--- src/design/kdeq_pkg.sv ---
// ----------------------------------------------------------------------------
// kdeq_pkg: shared types and constants of the key debounce event queue
// Holds the item action codes, the register indexes and the reset values.
// ----------------------------------------------------------------------------
package kdeq_pkg;

   typedef enum logic [1:0] {
      ACT_TICK = 2'd0,
      ACT_EDGE = 2'd1,
      ACT_POP  = 2'd2,
      ACT_PUSH = 2'd3
   } action_type;

   typedef enum logic {
      CSR_DEBOUNCE_MS       = 1'b0,
      CSR_HEALTH_TIMEOUT_MS = 1'b1
   } csr_index_type;

   localparam int QUEUE_DEPTH_DEFAULT = 16;
   localparam logic [15:0] DEBOUNCE_MS_RESET = 16'd20;
   localparam logic [15:0] HEALTH_TIMEOUT_MS_RESET = 16'd200;
   localparam logic [15:0] ELAPSED_MAX = 16'hFFFF;

endpackage

--- src/design/key_debounce_event_queue.sv ---
// Result strobe: registered from the accepted transfer for ticks, edges and
// pushes; a pop passes through the pop wait register before its strobe.
// Throughput: one item per cycle, except a pop, which holds busy while the
// registered read of the queue memory completes.
// Reset: synchronous; the window closes, the queue empties and the registers
// return to 20 ms debounce and 200 ms health timeout.
// ----------------------------------------------------------------------------
// key_debounce_event_queue: three-key debouncer with a key event ring queue
// One shared debounce window samples the recorded key line after a set
// number of millisecond ticks and queues the logical key in a memory ring.
// ----------------------------------------------------------------------------
module key_debounce_event_queue
   import kdeq_pkg::*;
#(
   parameter int QUEUE_DEPTH = QUEUE_DEPTH_DEFAULT
) (
   input  logic        clock,
   input  logic        reset,
   input  logic        start,
   output logic        busy,
   input  logic [1:0]  req_action,
   input  logic [1:0]  req_edge_line,
   input  logic [2:0]  req_pin_levels,
   input  logic [7:0]  req_push_key,
   output logic        rsp_strobe,
   output logic [7:0]  rsp_read_key,
   output logic        rsp_read_valid,
   output logic        rsp_key_queued,
   output logic [1:0]  rsp_queued_key,
   output logic        rsp_overwrote,
   output logic        rsp_healthy,
   output logic        rsp_debouncing,
   output logic [3:0]  rsp_queue_count,
   input  logic        csr_write_enable,
   input  logic        csr_index,
   input  logic [15:0] csr_write_data
);

   localparam int PTR_W = (QUEUE_DEPTH > 1) ? $clog2(QUEUE_DEPTH) : 1;
   localparam logic [PTR_W-1:0] PTR_LAST = PTR_W'(QUEUE_DEPTH - 1);
   localparam logic [PTR_W:0] DEPTH_EXT = (PTR_W + 1)'(QUEUE_DEPTH);

   logic [7:0] queue_mem [QUEUE_DEPTH];
   logic [7:0] rd_data_ff;

   logic [15:0] debounce_ms_ff, health_timeout_ms_ff;
   logic        window_open_ff, window_open_in;
   logic [1:0]  pending_line_ff, pending_line_in;
   logic [15:0] elapsed_ms_ff, elapsed_ms_in;
   logic [PTR_W-1:0] write_ptr_ff, write_ptr_in;
   logic [PTR_W-1:0] read_ptr_ff, read_ptr_in;
   logic        pop_wait_ff;
   logic        strobe_ff;

   logic        read_valid_ff, read_valid_in;
   logic        key_queued_ff, key_queued_in;
   logic [1:0]  queued_key_ff, queued_key_in;
   logic        overwrote_ff, overwrote_in;
   logic        healthy_ff, healthy_in;
   logic [3:0]  queue_count_ff, queue_count_in;

   logic        accept;
   action_type  action;
   logic        push_en;
   logic [7:0]  push_data;
   logic        pop_en;
   logic [15:0] elapsed_inc;
   logic        pin_low;
   logic [PTR_W-1:0] write_next, read_next, read_after_push;
   logic [PTR_W:0]   count_full;
   logic [PTR_W+4:0] count_ext;

   assign accept = start && !busy;
   assign action = action_type'(req_action);
   assign busy = pop_wait_ff;

   function automatic logic [PTR_W-1:0] ring_next(input logic [PTR_W-1:0] p);
      ring_next = (p == PTR_LAST) ? '0 : p + 1'b1;
   endfunction

   always_comb begin
      case (pending_line_ff)
         2'd0: pin_low = !req_pin_levels[0];
         2'd1: pin_low = !req_pin_levels[1];
         2'd2: pin_low = !req_pin_levels[2];
         default: pin_low = 1'b0;
      endcase
   end

   assign elapsed_inc = (elapsed_ms_ff < ELAPSED_MAX) ? elapsed_ms_ff + 16'd1 : elapsed_ms_ff;
   assign write_next = ring_next(write_ptr_ff);
   assign read_next = ring_next(read_ptr_ff);

   always_comb begin
      window_open_in = window_open_ff;
      pending_line_in = pending_line_ff;
      elapsed_ms_in = elapsed_ms_ff;
      key_queued_in = 1'b0;
      queued_key_in = 2'd0;
      push_en = 1'b0;
      push_data = req_push_key;
      pop_en = 1'b0;
      read_valid_in = 1'b0;
      case (action)
         ACT_TICK: begin
            if (window_open_ff) begin
               elapsed_ms_in = elapsed_inc;
               if (elapsed_inc >= debounce_ms_ff) begin
                  if (pin_low) begin
                     queued_key_in = 2'd3 - pending_line_ff;
                     key_queued_in = 1'b1;
                     push_en = 1'b1;
                     push_data = {6'd0, queued_key_in};
                  end
                  window_open_in = 1'b0;
                  elapsed_ms_in = 16'd0;
               end
            end
         end
         ACT_EDGE: begin
            if (!window_open_ff && req_edge_line != 2'd3) begin
               window_open_in = 1'b1;
               pending_line_in = req_edge_line;
               elapsed_ms_in = 16'd0;
            end
         end
         ACT_POP: begin
            if (write_ptr_ff != read_ptr_ff) begin
               pop_en = 1'b1;
               read_valid_in = 1'b1;
            end
         end
         default: begin
            push_en = (req_push_key != 8'd0);
         end
      endcase
   end

   always_comb begin
      write_ptr_in = write_ptr_ff;
      read_ptr_in = read_ptr_ff;
      overwrote_in = 1'b0;
      read_after_push = (write_next == read_ptr_ff) ? read_next : read_ptr_ff;
      if (push_en) begin
         write_ptr_in = write_next;
         read_ptr_in = read_after_push;
         overwrote_in = (write_next == read_ptr_ff);
      end else if (pop_en) begin
         read_ptr_in = read_next;
      end
      healthy_in = !(window_open_in && (elapsed_ms_in > health_timeout_ms_ff));
      if (write_ptr_in >= read_ptr_in) begin
         count_full = {1'b0, write_ptr_in} - {1'b0, read_ptr_in};
      end else begin
         count_full = {1'b0, write_ptr_in} + DEPTH_EXT - {1'b0, read_ptr_in};
      end
      count_ext = {4'd0, count_full};
      queue_count_in = count_ext[3:0];
   end

   always_ff @(posedge clock) begin
      if (accept && push_en) begin
         queue_mem[write_ptr_ff] <= push_data;
      end
      if (accept && action == ACT_POP) begin
         rd_data_ff <= queue_mem[read_ptr_ff];
      end
   end

   always_ff @(posedge clock) begin
      if (reset) begin
         debounce_ms_ff <= DEBOUNCE_MS_RESET;
         health_timeout_ms_ff <= HEALTH_TIMEOUT_MS_RESET;
         window_open_ff <= 1'b0;
         pending_line_ff <= 2'd0;
         elapsed_ms_ff <= 16'd0;
         write_ptr_ff <= '0;
         read_ptr_ff <= '0;
         pop_wait_ff <= 1'b0;
         strobe_ff <= 1'b0;
      end else begin
         if (csr_write_enable) begin
            case (csr_index_type'(csr_index))
               CSR_DEBOUNCE_MS: debounce_ms_ff <= csr_write_data;
               CSR_HEALTH_TIMEOUT_MS: health_timeout_ms_ff <= csr_write_data;
               default: ;
            endcase
         end
         pop_wait_ff <= accept && (action == ACT_POP);
         strobe_ff <= pop_wait_ff || (accept && (action != ACT_POP));
         if (accept) begin
            window_open_ff <= window_open_in;
            pending_line_ff <= pending_line_in;
            elapsed_ms_ff <= elapsed_ms_in;
            write_ptr_ff <= write_ptr_in;
            read_ptr_ff <= read_ptr_in;
         end
      end
   end

   always_ff @(posedge clock) begin
      if (accept) begin
         read_valid_ff <= read_valid_in;
         key_queued_ff <= key_queued_in;
         queued_key_ff <= queued_key_in;
         overwrote_ff <= overwrote_in;
         healthy_ff <= healthy_in;
         queue_count_ff <= queue_count_in;
      end
   end

   assign rsp_strobe = strobe_ff;
   assign rsp_read_key = read_valid_ff ? rd_data_ff : 8'd0;
   assign rsp_read_valid = read_valid_ff;
   assign rsp_key_queued = key_queued_ff;
   assign rsp_queued_key = queued_key_ff;
   assign rsp_overwrote = overwrote_ff;
   assign rsp_healthy = healthy_ff;
   assign rsp_debouncing = window_open_ff;
   assign rsp_queue_count = queue_count_ff;

   a_pop_wait_one_cycle: assert property (@(posedge clock) disable iff (reset)
      pop_wait_ff |=> !pop_wait_ff && strobe_ff)
      else $error("pop wait did not end in a result transfer");

   a_non_pop_result: assert property (@(posedge clock) disable iff (reset)
      (accept && action != ACT_POP) |=> strobe_ff && !read_valid_ff)
      else $error("non-pop item did not give a result in the next cycle");

   a_ptr_range: assert property (@(posedge clock) disable iff (reset)
      (write_ptr_ff <= PTR_LAST) && (read_ptr_ff <= PTR_LAST))
      else $error("queue pointer outside the ring");

   a_push_never_empty: assert property (@(posedge clock) disable iff (reset)
      (accept && push_en) |=> write_ptr_ff != read_ptr_ff)
      else $error("queue empty right after a push");

endmodule

--- config.mk ---
export PLATFORM = sky130hd
export DESIGN_NAME = key_debounce_event_queue
export DESIGN_NICKNAME = d
export VERILOG_FILES = /design/src/design/kdeq_pkg.sv /design/src/design/key_debounce_event_queue.sv
export SDC_FILE = /design/constraint.sdc
export NUM_CORES = 1
export LEC_CHECK = 0
export BUFFER_PORTS_ARGS = -buffer_cell sky130_fd_sc_hd__buf_4
export CORE_AREA = 2 2 192 138
export DETAILED_ROUTE_END_ITERATION = 10
export DIE_AREA = 0 0 194 140
export SLEW_MARGIN = 15
export SYNTH_ARGS = -nofsm -noshare
export SYNTH_HDL_FRONTEND = slang
export SYNTH_SLANG_ARGS = --single-unit
--- constraint.sdc ---
create_clock -name clock -period 5.6 [get_ports clock]
set_input_delay 0.84 -clock clock [delete_from_list [all_inputs] [get_ports clock]]
set_output_delay 0.84 -clock clock [all_outputs]
set_load 0.02 [all_outputs]
Word level (Yosys, flattened, before mapping)
Memory sizes are Yosys's and may differ from the RTL's. A register that Yosys moved wholly into a read port is not among the register bits.
Cells that the tools add are included.

operators by class
  order comparisons = 4
  add/sub/neg operators = 7
  bitwise logic cells = 1
  reduce and logical (&&, ||, !) cells = 21
  mux-type cells = 30
  equal/unequal tests = 10

operators by type and width
  cell                                                  count
  two-way mux 16 bit                                    4
  two-way mux 8 bit                                     5
  case mux 16 bit (2 select lines)                      1
  two-way mux 4 bit                                     7
  adder 16 x 1 -> 16 bit (second input constant)        1
  >= comparator 16 bit                                  1
  > comparator 16 bit                                   1
  < comparator 16 bit (second input constant)           1
  adder 4 x 1 -> 4 bit (second input constant)          3
  two-way mux 1 bit                                     10
  equality test 4 bit (second input constant)           2
  nonzero test 8 bit                                    1
  subtractor 4 bit                                      2
  logical AND 1 bit                                     6
  zero test 1 bit                                       6
  equality test 2 x 1 -> 1 bit (second input constant)  2
  equality test 2 bit (second input constant)           2
  equality test 4 bit                                   1
  >= comparator 4 bit                                   1
  zero test 2 bit                                       2
  inequality test 2 bit (second input constant)         2
  inequality test 4 bit                                 1
  case mux 1 bit (2 select lines)                       2
  AND reduction 2 bit                                   2
  other kinds (7)                                       7

word-level totals
  memory bits (writable) = 128
  register bits = 71
  memories kept = 1

memory list
  memory     depth  width  read ports  clocked after Yosys merged registers in  write ports  RTL line                        source
  queue_mem  16     8      1           1                                        1            key_debounce_event_queue.sv:43  logic [7:0] queue_mem [QUEUE_DEPTH];

Longest topological paths before layout
Gate-level depths: netlist (run 1).

  depth in word-level cells = 10
  mapped depth = 26
  mapped depth without buffers = 24

Worst setup path after synthesis (run 1)
OpenSTA, ideal clock, no wires.

  path kind = flip-flop to flip-flop
  start point = reg elapsed_ms_ff[0]
  end point = reg healthy_ff, in the netlist rsp_healthy (data pin)
  library setup time = 0.271 ns
  arrival = 4.192 ns
  stages on the path, launching flop included = 24
  path slack = 1.136 ns
  required time = 5.329 ns
  cell sequence = dfxtp_1 -> ha_1 -> inv_2 -> nor4_4 -> a31oi_1 -> and3_1 -> xor2_1 -> ha_1 -> nand2_1 -> or3_1 -> o221ai_1 -> a21oi_1 -> nand2_1 -> o21ai_0 -> nor2b_1 -> ha_1 -> nor2b_1 -> o21ai_0 -> nand2b_1 -> a21oi_1 -> nor2b_1 -> o21ai_0 -> a211oi_1 -> o221ai_1

between the ends
  cells in the longest elaborated chain, start to end = 9
  elaborated cells between the ends (all ways) = 14
  classes of those cells = add/sub: 1; order compare: 3; mux: 8; reduce/logical: 2

ends and longest elaborated chain
  what                                                                  RTL line                         source
  from (decl)                                                           key_debounce_event_queue.sv:49   logic [15:0] elapsed_ms_ff, elapsed_ms_in;
  from (signal assigned)                                                key_debounce_event_queue.sv:194  elapsed_ms_ff <= elapsed_ms_in;
  adder 16 x 1 -> 16 bit / < comparator 16 bit (equally long branches)  key_debounce_event_queue.sv:90   assign elapsed_inc = (elapsed_ms_ff < ELAPSED_MAX) ? elapsed_ms_ff + 16'd1 : elapsed_ms_ff;
  two-way mux 16 bit (*)                                                key_debounce_event_queue.sv:90
  >= comparator 16 bit                                                  key_debounce_event_queue.sv:108  if (elapsed_inc >= debounce_ms_ff) begin
  two-way mux 16 bit (*)                                                key_debounce_event_queue.sv:108
  two-way mux 16 bit (*)                                                key_debounce_event_queue.sv:106  if (window_open_ff) begin
  case mux 16 bit (2 select lines) (*)                                  key_debounce_event_queue.sv:104  case (action)
  named net elapsed_ms_in[1]                                            key_debounce_event_queue.sv:49
  > comparator 16 bit (*)                                               key_debounce_event_queue.sv:151  healthy_in = !(window_open_in && (elapsed_ms_in > health_timeout_ms_ff));
  logical AND 1 bit (*)                                                 key_debounce_event_queue.sv:151
  zero test 1 bit (*)                                                   key_debounce_event_queue.sv:151
  named net healthy_in                                                  key_debounce_event_queue.sv:59   logic healthy_ff, healthy_in;
  to (signal assigned)                                                  key_debounce_event_queue.sv:207  healthy_ff <= healthy_in;
  to (decl)                                                             key_debounce_event_queue.sv:59

The timed path passes the listed nets; every way through them passes the cells marked *.
A chain may end at the register's enable or synchronous reset.

Worst setup path after layout (run 1)
Ends and elaborated chain as after synthesis.

==> results of run 1 <==
==> flip-flops by register name (all words and copies together), names as in the netlist, 2 cells and up <==
| register | flops |
|---|---|
| debounce_ms_ff | 16 |
| write_ptr_ff | 4 |
| rd_data_ff | 8 |
| pending_line_ff | 2 |
| rsp_queue_count | 4 |
| health_timeout_ms_ff | 16 |
| queue_mem | 128 |
| read_ptr_ff | 4 |
| elapsed_ms_ff | 16 |
| rsp_queued_key | 2 |
==> critical path, stage by stage, from the launching register on <==
cell       delay (ns)
dfxtp_1          0.45
ha_1             0.32
inv_2            0.09
nor4_4           0.49
nand3_4          0.21
nand2_1          0.18
xnor2_1          0.14
ha_1             0.26
a211o_1          0.26
a31oi_1          0.20
o221ai_1         0.25
a21oi_1          0.28
buf_4            0.24
nor2_4           0.06
a2111oi_4        0.34
ha_1             0.31
a21o_1           0.16
a21o_1           0.17
a21oi_1          0.21
o211ai_1         0.16
o221ai_1         0.21
==> final cells by class <==
class | instances | area, µm²
fillers | 2345 | 13900
repair buffers | 77 | 578
multi-input cells | 509 | 3890
inverters | 44 | 165
flip-flops and latches | 207 | 5610
clock inverters | 15 | 171
well taps | 331 | 414
clock buffers | 24 | 558
==> Yosys cell counts, types with 2 or more instances <==
cell type,instances
edfxtp_1,146
nand2_1,105
dfxtp_1,61
nor2_1,61
a21oi_1,59
inv_1,42
ha_1,41
mux4_2,40
clkbuf_1,23
and2_1,21
xnor2_1,19
o21ai_0,16
mux2i_1,12
nor3_1,12
a31oi_1,9
nand3_1,9
a21o_1,8
buf_2,8
nand4_1,8
clkbuf_8,7
buf_4,6
nand2b_1,6
nor2b_1,6
nor4_1,6
xor2_1,6
a211o_1,4
a211oi_1,4
a22o_1,4
a22oi_1,4
and3_1,3
mux2_2,3
nand3b_1,3
o31ai_1,3
or3_1,3
and4_1,2
buf_1,2
buf_6,2
inv_2,2
nand3_2,2
o21a_1,2
o221ai_1,2
o41ai_1,2
==> worst max path at each step <==
stage                      from            endpoint  slack [ns]
2_1_floorplan  elapsed_ms_ff[0]         rsp_healthy        1.14
3_3_place_gp   elapsed_ms_ff[0]  rsp_queue_count[3]        0.64
3_5_place_dp   elapsed_ms_ff[0]         rsp_healthy        0.54
4_1_cts        elapsed_ms_ff[0]         rsp_healthy        0.51
5_1_grt        elapsed_ms_ff[0]         rsp_healthy       0.002
6_report       elapsed_ms_ff[0]         rsp_healthy        0.45
==> through the flow <==
stage | setup slack (ns) | instances | hold slack, ns | power (mW) | utilization (%)
floorplan | 1.14 | 809 | 0.434 | 1.84 | -
global placement | 0.637 | 1168 | 0.444 | 1.91 | 42.2
detailed placement | 0.544 | 1168 | 0.447 | 1.92 | 42.2
CTS | 0.508 | 1207 | 0.455 | 3.39 | 45.1
global route | 0.00233 | 1207 | 0.477 | 3.48 | 45.1
finish | 0.453 | 1207 | 0.454 | 3.36 | 45.1
==> power groups by stage <==
stage                     sequential [mW]  clock, mW  combinational (mW)
after global routing                 1.68       1.56               0.232
after CTS                            1.68       1.50               0.208
after detailed placement             1.71          0               0.207
after global placement               1.71          0               0.205
after floorplan                      1.71          0               0.131
final                                1.68       1.47               0.208
==> layer usage <==
layer  part of all wire (%)  GRT usage [%]  vias to the layer above
met4                    1.5           3.43                        0
met1                     53           28.0                     3033
met2                     38           21.4                      222
met3                    7.9           3.25                       25
li1                       -              -                     3050
met5                      0              0                        -
==> logic make-up after synthesis <==
kind of cell    count (synthesis)  synth area share, %
compound gates                127                 8.10
xor+xnor                       25                 2.20
fa+ha+maj                      42                 5.35
buf+inv                        93                 4.72
flops                         207                 56.2
mux                            56                 10.7
simple gates                  259                 12.7
==> impl_results.md, run 1 <==
* Outcome: complete, no violations
* Clock Pin Slew Worst Setup and Hold Paths at 0.06 ns
* Commonest cells after routing, fill and taps aside: edfxtp_1 (146), nand2_1 (105), buf_4 (77), nor2_1 (61), dfxtp_1 (60)
* Pwr/cell area at 295 nW/µm²
* Crit Path Max Fanout at 10
* Hold Path Class: reg2reg
* Pleak at 4.05 nW
* Drt total wl at 22.4 mm
* R2r worst-path depth at 20
* TNS Setup at 0 ns
* Worst hold path depth at 2
* Main synth FF type: edfxtp_1
* Worst-margin pin slew at 0.798 ns
* Die Span X at 194 µm
* Max_cap viols at 0
* Slew Limit Fails at 0
* Die H at 140 µm
* Pin count of the biggest net entering global routing at 62
* Part of the power in registers at 49.9%
* Via count at 6330
* DRT Pass-1 Iters at 5
* CTS buffer count at 22
* Synthesis warning total at 0
* Combinational power share at 6.2%
* H-tree Lvls at 1
* Crit Path Category: reg2reg
* Unrepaired setup endpoints after global routing: no
* Clk sinks at 207
* Critical path startpoint category: register
* Synthesized net count at 887
* Initial Util at 39.5%
* Hpwl dp at 15.9 mm
* Reg2Reg Setup Slack at 0.45 ns
* Leading cell type in the layout, fill and taps excluded: edfxtp_1
* Final GP Congestion at 0.910
* WP data arrival at 5.50 ns
* Final Setup Violations at 0
* Hold path start: health_timeout_ms_ff[9]
* Overflow after GRT at 0
* Fin nets at 939
* Drt initial violations at 528
* Post-DR vias/cell at 5.24
* Hold-fix buffers at CTS at 0
* Io pins at 57
* Root Buffer: clkbuf_16
* Syn Area/Cell at 12.3 µm²
* Mapped cell area at 9970 µm²
* Post-route ant nets at 0
* Vias in the first global route at 6004
* Layout area overhead at 14.3%
* Mapped Cells at 809
* Synth top area cells: edfxtp_1 (44%), dfxtp_1 (12%), mux4_2 (9.0%), ha_1 (5.1%), nand2_1 (4.0%)
* Post-DR wirelength/cell at 18.6 µm
* Die area at 27200 µm²
* Switching share of power at 22.5%
* Final Hold Fails at 0
* Synth area leader: edfxtp_1
* Port Buffers at 56
* Post-DP Area at 10700 µm²
* Final Skew at 0.0128 ns
* Worst Path Required at 5.95 ns
* Seq/Total Area, Yosys at 56.2%
* Clock power share at 43.9%
* Layout cell share with drive strength beyond 1 at 19.7%
* Worst skew pair latency at 0.51 ns
* Post-CTS Resized at 0
* FF-to-FF Start: elapsed_ms_ff[0]
* Initial antenna violation count at 0
* Worst relative slew slack at 46.6%
* Async set or reset register ratio after synthesis at 0%
* Hold-critical path endpoint: health_timeout_ms_ff[9]
* Worst vdd ir at 0.199 mV
* Number of buffers inserted by post-CTS setup repair at 0
* Pint at 2.60 mW
* Post-synth EDFFs at 146
* CP endpoint kind: register
* Core ar. at 25300 µm²
* Crit share post-route at 91.9%
* First-pass GRT wire length at 35.4 mm
* CTS Buffer Depth at 3
* Sw Pwr at 0.756 mW
* Final min period at 5.15 ns
* FMAX at 0.194 GHz
* Cell variety after synth at 67
* Seq cells post-synth at 207
* Clock tree from TritonCTS: built
* # diodes at 0
* RR Endpoint: rsp_healthy
* Row count at 49
* Gr usage total at 16.6%
* DRC Markers at 0
* Finished layout cell area at 11400 µm²
* Post-synth top area share at 44.0%
Note: power is estimated with default switching activity, not from simulation.
==> run 2, diff against run 1 <==
--- a/config.mk
+++ b/config.mk
@@ -7,6 +7,7 @@
 export LEC_CHECK = 0
 export BUFFER_PORTS_ARGS = -buffer_cell sky130_fd_sc_hd__buf_4
 export CORE_AREA = 2 2 192 138
+export CTS_BUF_LIST = sky130_fd_sc_hd__clkbuf_2
 export DETAILED_ROUTE_END_ITERATION = 10
 export DIE_AREA = 0 0 194 140
 export SLEW_MARGIN = 15
==> run 2 against run 1 <==
Total power down 14%. Hold slack got worse by 0.27 ns. Sequential power barely moved. Non-clock buffer count unchanged. Via count rose by 3.0%. Design area is 2.3% lower. Register-to-register slack improved by 0.04 ns. First-iteration DRC count is 6.6% higher. Clock power decreased by 31%. Largest power group unchanged. Highest routed layer unchanged.
==> impl_results.md, run 2 (synthesis gave the netlist of run 1 again) <==
* Outcome: complete, no violations
* Pint at 2.12 mW (-19%)
* Worst relative slew slack at 49.6% (+2.9 points)
* Pre-CTS setup slack at 0.544 ns (unchanged)
* Clk sinks at 207 (unchanged)
* Crit path largest cell delay at 0.51 ns (+0.02 ns)
* Fillers at 2411 (+2.8%)
* Final WS setup at 0.491 ns (+0.0382 ns)
* Clock power share at 34.8% (-9.1 points)
* Row count at 49 (unchanged)
* Core ar. at 25300 µm² (unchanged)
* Final Setup Violations at 0 (unchanged)
* CTS buffer count at 51 (+130%)
* Layout cell share with drive strength beyond 1 at 24.0% (+4.2 points)
* Initial Util at 39.5% (unchanged)
* Fin nets at 968 (+3.1%)
* Post-DR wirelength/cell at 18.2 µm (-2.2%)
* Port Buffers at 56 (unchanged)
* Drt initial violations at 563 (+6.6%)
* Clock tree from TritonCTS: built
* Drt total wl at 23.0 mm (+2.4%)
* Clock Pin Slew Worst Setup and Hold Paths at 0.12 ns (+0.06 ns)
* Hold Path Class: in2reg
* Worst-margin pin slew at 0.754 ns (-0.0437 ns)
* Leading cell type in the layout, fill and taps excluded: edfxtp_1
* CTS Buffer Depth at 3 (unchanged)
* TNS Setup at 0 ns (unchanged)
* Sw Pwr at 0.770 mW (+1.9%)
* Combinational power share at 7.2% (+1.0 points)
* Vias in the first global route at 6272 (+4.5%)
* Final GP Congestion at 0.910 (unchanged)
* Final min period at 5.11 ns (-0.0382 ns)
* Worst Path Required at 6.27 ns (+0.32 ns)
* Pin count of the biggest net entering global routing at 62 (unchanged)
* Post-DR vias/cell at 5.16 (-1.6%)
* Hpwl dp at 15.9 mm (unchanged)
* FMAX at 0.196 GHz (+0.75%)
* Post-Layout Cell Count at 1264 (+4.7%)
* Unrepaired setup endpoints after global routing: no
* Slowest cell on the critical path: dfxtp_1
* Top reg by flops: queue_mem
* WP data arrival at 5.78 ns (+0.28 ns)
* Hold-fix buffers at CTS at 0 (unchanged)
* Die area at 27200 µm² (unchanged)
* Crit share post-route at 91.2% (-0.68 points)
* Cell Chain, Critical Path: nand3_1 > nor4_4 > nand3_4 > nand2_1 > xnor2_1 > ha_1 > a211o_1 > a31oi_1 > o221ai_1 > a21oi_1 > buf_4 > nor2_4 > a2111oi_4 > ha_1 > a21o_1 > a21o_1 > a21oi_1 > o211ai_1 > o221ai_1
* Worst skew pair latency at 0.88 ns (+0.37 ns)
* Max_cap viols at 0 (unchanged)
* DRT Pass-1 Iters at 4 (-1)
* Overflow after GRT at 0 (unchanged)
* Final Skew at 0.140 ns (+0.128 ns)
* Placed insts at 1168 (unchanged)
* Pwr/cell area at 259 nW/µm² (-12%)
* Layout area overhead at 11.7%
* Critical path startpoint category: register
* Final Hold Fails at 0 (unchanged)
* Crit Path Max Fanout at 10 (unchanged)
* Initial antenna violation count at 1 (+1)
* First-pass GRT wire length at 36.3 mm (+2.5%)
* CP endpoint kind: register
* Crit Path Category: reg2reg
* Slew Limit Fails at 0 (unchanged)
* Root Buffer: clkbuf_2
* Via count at 6520 (+3.0%)
* Commonest cells after routing, fill and taps aside: edfxtp_1 (146), nand2_1 (105), clkbuf_2 (80), buf_4 (77), nor2_1 (61)
* Pleak at 4.06 nW (+0.21%)
* Max FFs per register at 128 (unchanged)
* H-tree Lvls at 2 (+1)
* Io pins at 57 (unchanged)
* DRC Markers at 0 (unchanged)
* Post-route ant nets at 0 (unchanged)
* Fin util at 44.1% (-1.0 points)
* Die Span X at 194 µm (unchanged)
* Worst vdd ir at 0.139 mV (-30%)
* Part of the power in registers at 58.0% (+8.1 points)
* Die H at 140 µm (unchanged)
* Switching share of power at 26.7% (+4.2 points)
* Gr usage total at 17.2% (+0.59 points)
run 2: critical path, delay by kind of cell (launching register included):
kind | cells | cell delay (ns)
xor+xnor | 1 | 0.14
fa+ha+maj | 2 | 0.57
compound gates | 10 | 2.29
flops | 1 | 0.51
buf+inv | 1 | 0.25
simple gates | 5 | 1.15
run 2: per-layer routing:
metal	GRT usage (%)	part of all wire (%)	wire length (µm)
met5	0	0	0
met4	5.26	1.6	359
met3	4.58	7.3	1670
met2	22.0	38	8790
met1	27.7	53	12100
run 2: path summary, 6_finish.rpt:
| check | startpoint | to | slack, ns | cells past startpoint |
|---|---|---|---|---|
| max | elapsed_ms_ff[9] | rsp_healthy | 0.49 | 19 |
| min | csr_write_data[7] | health_timeout_ms_ff[7] | 0.19 | 3 |
| max reg2reg | elapsed_ms_ff[9] | rsp_healthy | 0.49 | 19 |
| min reg2reg | health_timeout_ms_ff[9] | health_timeout_ms_ff[9] | 0.46 | 2 |
run 2: timing repair:
action                                  4_1_cts  5_1_grt
gates resized for setup                       0        1
buffers inserted                              0        0
endpoints found under the setup margin        0        1
run 2: cell type report:
| cell class | instances | area (µm²) | area share [%] |
|---|---|---|---|
| flip-flops and latches | 207 | 5610 | 50.4 |
| multi-input cells | 509 | 3890 | 35.0 |
| repair buffers | 77 | 578 | 5.19 |
| well taps | 331 | 414 | 3.72 |
| clock buffers | 80 | 400 | 3.60 |
| inverters | 44 | 165 | 1.48 |
| clock inverters | 14 | 65.1 | 0.585 |
| diodes | 2 | 5.00 | 0.0450 |
run 2: through the flow:
step / hold WS, ns / power [mW] / instance area, µm²
final: 0.187 / 2.89 / 11100
after global routing: 0.134 / 3.05 / 11100
after CTS: 0.123 / 2.93 / 11100
after detailed placement: 0.447 / 1.92 / 10700
after global placement: 0.444 / 1.91 / 10700
after floorplan: 0.434 / 1.84 / 9970
run 2: power by group through the flow:
| stage | sequential (mW) | combinational (mW) | clock (mW) |
|---|---|---|---|
| after detailed placement | 1.71 | 0.207 | 0 |
| final | 1.67 | 0.208 | 1.01 |
| after global placement | 1.71 | 0.205 | 0 |
| after floorplan | 1.71 | 0.131 | 0 |
| after global routing | 1.68 | 0.232 | 1.14 |
| after CTS | 1.67 | 0.208 | 1.05 |
